**config.mk**
```make
export PLATFORM = sky130hd
export DESIGN_NAME = nearest_neighbour_crop_scale_address
export DESIGN_NICKNAME = d
export VERILOG_FILES = /design/src/design/nncsa_pkg.sv /design/src/design/nearest_neighbour_crop_scale_address.sv
export SDC_FILE = /design/constraint.sdc
export NUM_CORES = 2
export LEC_CHECK = 0
export ABC_AREA = 1
export BUFFER_PORTS_ARGS = -buffer_cell sky130_fd_sc_hd__buf_2
export CAP_MARGIN = 20
export CORE_MARGIN = 10
export CORE_UTILIZATION = 30
export DETAILED_ROUTE_END_ITERATION = 10
export GPL_TIMING_DRIVEN = 1
export PLACE_DENSITY = 0.55
export SKIP_LAST_GASP = 1
export SLEW_MARGIN = 30
export SYNTH_ARGS = -nofsm -noshare
export SYNTH_HDL_FRONTEND = slang
export SYNTH_SLANG_ARGS = --single-unit
```
**constraint.sdc**
```tcl
create_clock -name i_clk -period 16.7 [get_ports i_clk]
set_input_delay 3.34 -clock i_clk [delete_from_list [all_inputs] [get_ports i_clk]]
set_output_delay 3.34 -clock i_clk [all_outputs]
set_load 0.005 [all_outputs]
```
**src/design/nncsa_pkg.sv**
```systemverilog
// Package for the nearest-neighbor crop/scale address generator.
// Holds the payload structs, field widths and configuration register indexes.
// No dependencies.
package nncsa_pkg;

    // Field widths
    localparam int DEST_W     = 10;
    localparam int EXT_W      = 14;
    localparam int PITCH_W    = 16;
    localparam int Q16_W      = 17;
    localparam int Q16_FRAC   = 16;
    localparam int SOFF_W     = 28;
    localparam int DOFF_W     = 22;
    localparam int BYTE_SHIFT = 2;

    // Configuration port
    localparam int CFG_IDX_W  = 3;
    localparam int CFG_DATA_W = 17;

    // Register reset values
    localparam logic [EXT_W-1:0]   IMAGE_WIDTH_RST  = 14'd1024;
    localparam logic [EXT_W-1:0]   IMAGE_HEIGHT_RST = 14'd1024;
    localparam logic [PITCH_W-1:0] ROW_PITCH_RST    = 16'd4096;
    localparam logic [Q16_W-1:0]   AREA_POS_RST     = 17'd0;
    localparam logic [Q16_W-1:0]   AREA_SIZE_RST    = 17'd65536;

    typedef enum logic [CFG_IDX_W-1:0] {
        CFG_IMAGE_WIDTH  = 3'd0,
        CFG_IMAGE_HEIGHT = 3'd1,
        CFG_ROW_PITCH    = 3'd2,
        CFG_AREA_X       = 3'd3,
        CFG_AREA_Y       = 3'd4,
        CFG_AREA_W       = 3'd5,
        CFG_AREA_H       = 3'd6
    } t_cfg_idx;

    typedef struct packed {
        logic [DEST_W-1:0] dest_row;
        logic [DEST_W-1:0] dest_col;
    } t_in;

    typedef struct packed {
        logic [SOFF_W-1:0] source_offset;
        logic [DOFF_W-1:0] dest_offset;
        logic              clamped;
    } t_out;

endpackage

```
**src/design/nearest_neighbour_crop_scale_address.sv**
```systemverilog
// Nearest-neighbor crop/scale address generator, top level.
// Depends on nncsa_pkg.
//
//  channel  | direction | handshake                 | payload
//  ---------+-----------+---------------------------+----------------------------
//  in       | input     | i_in_valid / o_in_stall   | i_in_data  (t_in)
//  out      | output    | o_out_valid / i_out_stall | o_out_data (t_out)
//  cfg      | input     | i_cfg_valid / o_cfg_ready | i_cfg_index, i_cfg_data
//
//  One transaction per clock sustained while i_out_stall is low, through four
//  register stages (crop numerator, extent multiply, shift and clamp, offset multiply).
//  Reset clears all stage valid bits and loads the register reset values.
//  An output stall freezes occupied stages; empty stages keep filling, so
//  bubbles collapse and the input stalls only when every stage is full.
module nearest_neighbour_crop_scale_address #(
    parameter int TEX_WIDTH  = 1024,
    parameter int TEX_HEIGHT = 1024
) (
    input  logic                                i_clk,
    input  logic                                i_rst_n,
    input  logic                                i_in_valid,
    output logic                                o_in_stall,
    input  nncsa_pkg::t_in                      i_in_data,
    output logic                                o_out_valid,
    input  logic                                i_out_stall,
    output nncsa_pkg::t_out                     o_out_data,
    input  logic                                i_cfg_valid,
    output logic                                o_cfg_ready,
    input  logic [nncsa_pkg::CFG_IDX_W-1:0]     i_cfg_index,
    input  logic [nncsa_pkg::CFG_DATA_W-1:0]    i_cfg_data
);
    import nncsa_pkg::*;

    localparam int LOG_W  = $clog2(TEX_WIDTH);
    localparam int LOG_H  = $clog2(TEX_HEIGHT);
    localparam int MUL_W  = DEST_W + Q16_W;
    localparam int NUMC_W = ((Q16_W + LOG_W) > MUL_W ? (Q16_W + LOG_W) : MUL_W) + 1;
    localparam int NUMR_W = ((Q16_W + LOG_H) > MUL_W ? (Q16_W + LOG_H) : MUL_W) + 1;
    localparam int PRDC_W = NUMC_W + EXT_W;
    localparam int PRDR_W = NUMR_W + EXT_W;
    localparam int SRCC_W = PRDC_W - Q16_FRAC - LOG_W;
    localparam int SRCR_W = PRDR_W - Q16_FRAC - LOG_H;
    localparam int OFF_W  = EXT_W + PITCH_W + 1;

    // Configuration registers
    logic [EXT_W-1:0]   r_image_width;
    logic [EXT_W-1:0]   r_image_height;
    logic [PITCH_W-1:0] r_row_pitch;
    logic [Q16_W-1:0]   r_area_x;
    logic [Q16_W-1:0]   r_area_y;
    logic [Q16_W-1:0]   r_area_w;
    logic [Q16_W-1:0]   r_area_h;

    assign o_cfg_ready = 1'b1;

    // Take a register write; unknown indexes are dropped
    always_ff @(posedge i_clk) begin
        if (!i_rst_n) begin
            r_image_width  <= IMAGE_WIDTH_RST;
            r_image_height <= IMAGE_HEIGHT_RST;
            r_row_pitch    <= ROW_PITCH_RST;
            r_area_x       <= AREA_POS_RST;
            r_area_y       <= AREA_POS_RST;
            r_area_w       <= AREA_SIZE_RST;
            r_area_h       <= AREA_SIZE_RST;
        end else if (i_cfg_valid && o_cfg_ready) begin
            unique case (i_cfg_index)
                CFG_IMAGE_WIDTH:  r_image_width  <= i_cfg_data[EXT_W-1:0];
                CFG_IMAGE_HEIGHT: r_image_height <= i_cfg_data[EXT_W-1:0];
                CFG_ROW_PITCH:    r_row_pitch    <= i_cfg_data[PITCH_W-1:0];
                CFG_AREA_X:       r_area_x       <= i_cfg_data[Q16_W-1:0];
                CFG_AREA_Y:       r_area_y       <= i_cfg_data[Q16_W-1:0];
                CFG_AREA_W:       r_area_w       <= i_cfg_data[Q16_W-1:0];
                CFG_AREA_H:       r_area_h       <= i_cfg_data[Q16_W-1:0];
                default: ;
            endcase
        end
    end

    // Stage load enables, chained back from the output
    logic w_en1, w_en2, w_en3, w_en4;
    logic r_v1, r_v2, r_v3, r_v4;

    assign w_en4      = !r_v4 || !i_out_stall;
    assign w_en3      = !r_v3 || w_en4;
    assign w_en2      = !r_v2 || w_en3;
    assign w_en1      = !r_v1 || w_en2;
    assign o_in_stall = !w_en1;

    always_ff @(posedge i_clk) begin
        if (!i_rst_n) begin
            r_v1 <= 1'b0;
            r_v2 <= 1'b0;
            r_v3 <= 1'b0;
            r_v4 <= 1'b0;
        end else begin
            if (w_en1) r_v1 <= i_in_valid;
            if (w_en2) r_v2 <= r_v1;
            if (w_en3) r_v3 <= r_v2;
            if (w_en4) r_v4 <= r_v3;
        end
    end

    // Stage 1: crop numerators pos * tex + dest * size, destination offset
    logic [MUL_W-1:0]  w_mul_r, w_mul_c;
    logic [NUMR_W-1:0] n_num_r, r_num_r;
    logic [NUMC_W-1:0] n_num_c, r_num_c;
    logic [DOFF_W-1:0] n_doff, r_doff1, r_doff2, r_doff3;

    assign w_mul_r = MUL_W'(i_in_data.dest_row) * MUL_W'(r_area_h);
    assign w_mul_c = MUL_W'(i_in_data.dest_col) * MUL_W'(r_area_w);
    assign n_num_r = (NUMR_W'(r_area_y) << LOG_H) + NUMR_W'(w_mul_r);
    assign n_num_c = (NUMC_W'(r_area_x) << LOG_W) + NUMC_W'(w_mul_c);
    assign n_doff  = ((DOFF_W'(i_in_data.dest_row) << LOG_W)
                     + DOFF_W'(i_in_data.dest_col)) << BYTE_SHIFT;

    always_ff @(posedge i_clk) begin
        if (w_en1) begin
            r_num_r <= n_num_r;
            r_num_c <= n_num_c;
            r_doff1 <= n_doff;
        end
    end

    // Stage 2: scale by the image extent
    logic [PRDR_W-1:0] n_prd_r, r_prd_r;
    logic [PRDC_W-1:0] n_prd_c, r_prd_c;

    assign n_prd_r = PRDR_W'(r_image_height) * PRDR_W'(r_num_r);
    assign n_prd_c = PRDC_W'(r_image_width) * PRDC_W'(r_num_c);

    always_ff @(posedge i_clk) begin
        if (w_en2) begin
            r_prd_r <= n_prd_r;
            r_prd_c <= n_prd_c;
            r_doff2 <= r_doff1;
        end
    end

    // Stage 3: drop the fraction, clamp to the last row and column (to zero for a zero extent)
    logic [SRCR_W-1:0] w_src_r;
    logic [SRCC_W-1:0] w_src_c;
    logic [EXT_W-1:0]  n_srow, n_scol, r_srow, r_scol;
    logic              n_clamp_r, n_clamp_c, r_clamp3;

    assign w_src_r = r_prd_r[PRDR_W-1:Q16_FRAC+LOG_H];
    assign w_src_c = r_prd_c[PRDC_W-1:Q16_FRAC+LOG_W];

    always_comb begin
        n_clamp_r = 1'b0;
        n_srow    = w_src_r[EXT_W-1:0];
        priority if (r_image_height == '0) begin
            n_clamp_r = 1'b1;
            n_srow    = '0;
        end else if (w_src_r >= SRCR_W'(r_image_height)) begin
            n_clamp_r = 1'b1;
            n_srow    = r_image_height - EXT_W'(1);
        end
        n_clamp_c = 1'b0;
        n_scol    = w_src_c[EXT_W-1:0];
        priority if (r_image_width == '0) begin
            n_clamp_c = 1'b1;
            n_scol    = '0;
        end else if (w_src_c >= SRCC_W'(r_image_width)) begin
            n_clamp_c = 1'b1;
            n_scol    = r_image_width - EXT_W'(1);
        end
    end

    always_ff @(posedge i_clk) begin
        if (w_en3) begin
            r_srow   <= n_srow;
            r_scol   <= n_scol;
            r_clamp3 <= n_clamp_r || n_clamp_c;
            r_doff3  <= r_doff2;
        end
    end

    // Stage 4: source byte offset, held in the output register
    logic [OFF_W-1:0] w_soff;
    t_out             n_out, r_out;

    assign w_soff = OFF_W'(r_srow) * OFF_W'(r_row_pitch)
                  + (OFF_W'(r_scol) << BYTE_SHIFT);

    always_comb begin
        n_out.source_offset = w_soff[SOFF_W-1:0];
        n_out.dest_offset   = r_doff3;
        n_out.clamped       = r_clamp3;
    end

    always_ff @(posedge i_clk) begin
        if (w_en4) begin
            r_out <= n_out;
        end
    end

    assign o_out_valid = r_v4;
    assign o_out_data  = r_out;

    // An empty output stage never holds back the input
    a_no_stall_when_empty: assert property (@(posedge i_clk) disable iff (!i_rst_n)
        !o_out_valid |-> !o_in_stall)
        else $error("input stalled with empty output stage");

    // An accepted transaction lands in stage 1
    a_accept_lands: assert property (@(posedge i_clk) disable iff (!i_rst_n)
        (i_in_valid && !o_in_stall) |=> r_v1)
        else $error("accepted transaction lost at stage 1");

    // A blocked stage 1 keeps its contents
    a_stage1_hold: assert property (@(posedge i_clk) disable iff (!i_rst_n)
        (r_v1 && !w_en2) |=> (r_v1 && $stable(r_num_r) && $stable(r_num_c)
                              && $stable(r_doff1)))
        else $error("stage 1 changed while blocked");

    // A blocked stage 3 keeps its contents
    a_stage3_hold: assert property (@(posedge i_clk) disable iff (!i_rst_n)
        (r_v3 && !w_en4) |=> (r_v3 && $stable(r_srow) && $stable(r_scol)
                              && $stable(r_clamp3)))
        else $error("stage 3 changed while blocked");

endmodule
```
==> run_results.csv <==
group,metric,value,unit
outcome,status,"finished, final reports clean",
sta,fin_crit,9.35,ns
setup_path,slowest_delay,0.62,ns
setup_path,critPathArrivalTime,6.01,ns
power,power_frac_clock,0.174,
placement,place.gp.congestion,0.910,
setup_path,path_cells,"buf_2 -> nand2_4 -> nor2_1 -> inv_2 -> buf_4 -> nor2_1 -> inv_2 -> buf_4 -> nor2_1 -> buf_2",
drt,routed_wl,164,mm
setup_path,crit_required,13.36,ns
sta,worstMarginPinSlew,0.969,ns
drt,wl_met1,72.7,mm
finish,nFillCells,20600,
job,maxCapViolCount,0,
clock_network,cts_setup_buffers,0,
sta,fmax,107,MHz
floorplanning,coreArea,194000,sq um
clock_network,numCtsBuffers,45,
sta,rsz0062_at_grt,"false",
drt,antenna_left,0,
setup_path,crit_top_cell,"nor2_1",
clock_network,cts-root-buf,"clkbuf_16",
finish,nNetsFinal,8741,
drt,num_vias,44800,
drt,dr.pass1.iters,6,
sta,worst_slack,7.35,ns
power,p_sw,2910,uW
clock_network,cts_tree,"built",
drt,wl_met2,77.4,mm
power,power.density,93.0,nW/um^2
drt,route.detailed.drc,0,
power,p_total,5850,uW
placement,place_hpwl,130,mm
synthesis,async_reset_ff_frac,0,
finish,final_area,62800,sq um
sta,clock_skew,0.0390,ns
drt,post_drt_via_cell_ratio,4.58,
sta,slew_headroom,0.354,
sta,hold-worst-slack,0.417,ns
power,seqPwrFrac,0.277,
hold_path,min_path_type,"reg -> reg",
floorplanning,die_h,462,um
sta,post-route-period-util,0.560,
clock_network,clockBufferDepth,3,
synthesis,syn-instance-count,7298,
drt,drt_iter0_markers,3034,
grt,grt_pass1_wl,266,mm
power,vdd_drop_max,0.114,mV
grt,track_usage,0.156,
grt,overflow,0,
synthesis,synth_warnings,0,
clock_network,ctsResizeCount,0,
floorplanning,fp-row-count,162,
sta,setup_violations,0,
clock_network,insertion_delay,0.65,ns
finish,syn2layout_area_growth,7.39,%
floorplanning,pin_count,99,
drt,wl_met3,9.62,mm
placement,io_buffers,95,
grt,first_global_vias,47900,
setup_path,cp_max_fo,54,
clock_network,postCtsHoldBufs,0,
power,p_leak,0.0342,uW
placement,place_area,61300,sq um
synthesis,syn_area,58500,sq um
sta,finalSetupTns,0,ns
grt,antenna_found_initial,17,
setup_path,path_class,"in -> out",
synthesis,ys.flop_type,"edfxtp_1",
drt,top_layer,"met5",
finish,drive_gt1_frac,0.0363,
synthesis,synth-edff-count,226,
floorplanning,die_w,462,um
floorplanning,dieArea,213000,sq um
clock_network,h-tree-depth,2,
synthesis,ys_types,52,
setup_path,endpoint_kind,"output pin",
clock_network,cts.clk_slew.worst_paths,0.06,ns
setup_path,startpoint_type,"primary input",
clock_network,cts_sinks,342,
floorplanning,start_util,0.301,
synthesis,ys_seq_area_frac,0.156,
finish,regArea,9120,sq um
finish,multiInputGateArea,40800,sq um
setup_path,cp_slowest_cell,"buf_4",
synthesis,avgSynthCellArea,8.02,sq um
power,combPwrFrac,0.549,
placement,pre_cts_ws,7.14,ns
power,swShare,0.498,
power,intPower,2940,uW
sta,hold_violations,0,
drt,wire_per_inst,16.8,um
sta,drv_slew,0,
synthesis,synth-seq-cells,342,
grt,grt_max_degree,76,
## registers in the layout (all words and copies together) (netlist names), 17 cells and up
name / cells
o_out_data: 49
r_area_h: 17
r_area_w: 17
r_area_x: 17
r_area_y: 17
r_doff1: 20
r_doff2: 20
r_doff3: 20
r_num_c: 28
r_num_r: 28
## power by group through the flow
stage / registers [uW] / clock network, uW / logic [uW]
global placement: 1620 / 0 / 3170
CTS: 1610 / 1050 / 3240
global route: 1630 / 1090 / 3730
detailed placement: 1620 / 0 / 3220
finish: 1620 / 1020 / 3210
floorplan: 1250 / 0 / 2490
## placed cells by master, fill, tap and decap left out, drive strengths merged, types with 5 or more instances in the layout
cell and instances:
o21ai 224, a21o 21, buf 126, ha 453, inv 1989, a21boi 13
o21bai 24, dfxtp 116, nand2 1870, clkbuf 50, fa 1067, diode 10
bufinv 5, nor4 11, nand4 44, a31oi 11, nand3 104, nor2 439
a21oi 237, edfxtp 226, clkinvlp 7, nor3 28, xor2 85, clkinv 7
o211ai 6, xnor2 24
## kinds of logic after synthesis
group | count (synthesis) | synth area share
compound gates | 546 | 0.0503
xor+xnor | 109 | 0.0163
fa+ha+maj | 1520 | 0.462
buf+inv | 2270 | 0.147
flops | 342 | 0.156
other cells | 2 | 0.000128
simple gates | 2509 | 0.169
## Yosys cell counts, types with 4 or more instances
cell      instances  share of area
a21boi_0         12         0.0015
a21o_1           21         0.0027
a21oi_1         236          0.020
a31oi_1          11         0.0012
buf_1            18         0.0012
buf_2             7        0.00060
buf_4             8         0.0010
clkbuf_1        257          0.016
dfxtp_1         116          0.040
edfxtp_1        226           0.12
fa_1           1067           0.37
ha_1            453          0.097
inv_1          1965           0.13
inv_2             9        0.00058
nand2_1        1863           0.12
nand2_2           7        0.00075
nand3_1         101         0.0086
nand4_1          42         0.0045
nor2_1          430          0.028
nor2_2            6        0.00064
nor3_1           24         0.0021
nor4_1           11         0.0012
o211ai_1          6        0.00077
o21a_1            4        0.00051
o21ai_0         220          0.019
o21bai_1         24         0.0031
xnor2_1          24         0.0036
xor2_1           85          0.013
## worst paths after layout
path,startpoint,slack (ns),end,depth (start not counted)
worst max-delay path,i_out_stall,7.35,o_in_stall,10
worst min-delay path,r_doff3[14],0.42,o_out_data[15],0
worst max register to register,r_num_r[17],10.44,r_prd_r[39],19
worst min register to register,r_doff3[14],0.42,o_out_data[15],0
## worst max-delay path, delay by kind of cell
| kind | cells | cell delay (ns) |
|---|---|---|
| buffers and inverters | 6 | 1.64 |
| and+or+nand+nor | 4 | 1.01 |
## area by class of cell
| class | instances | share of cell area |
|---|---|---|
| timing repair buffer | 126 | 0.0114 |
| multi-input combinational | 4687 | 0.650 |
| tap | 2542 | 0.0506 |
| sequential | 342 | 0.145 |
| antenna | 10 | 0.000398 |
| inverter | 1974 | 0.118 |
| clock inverter | 34 | 0.00631 |
| clock buffer | 50 | 0.0182 |
## metrics by stage
step	cells	utilization
2_1_floorplan	7299	-
3_3_place_gp	9671	0.315
3_5_place_dp	9671	0.315
4_1_cts	9755	0.323
5_1_grt	9761	0.323
6_report	9765	0.323
## per-layer routing
layer	up-vias	GRT usage
li1	21000	-
met1	22400	0.209
met2	1146	0.264
met3	187	0.0229
met4	2	0.0425
met5	-	0
Power figures use the tool's default switching activity.
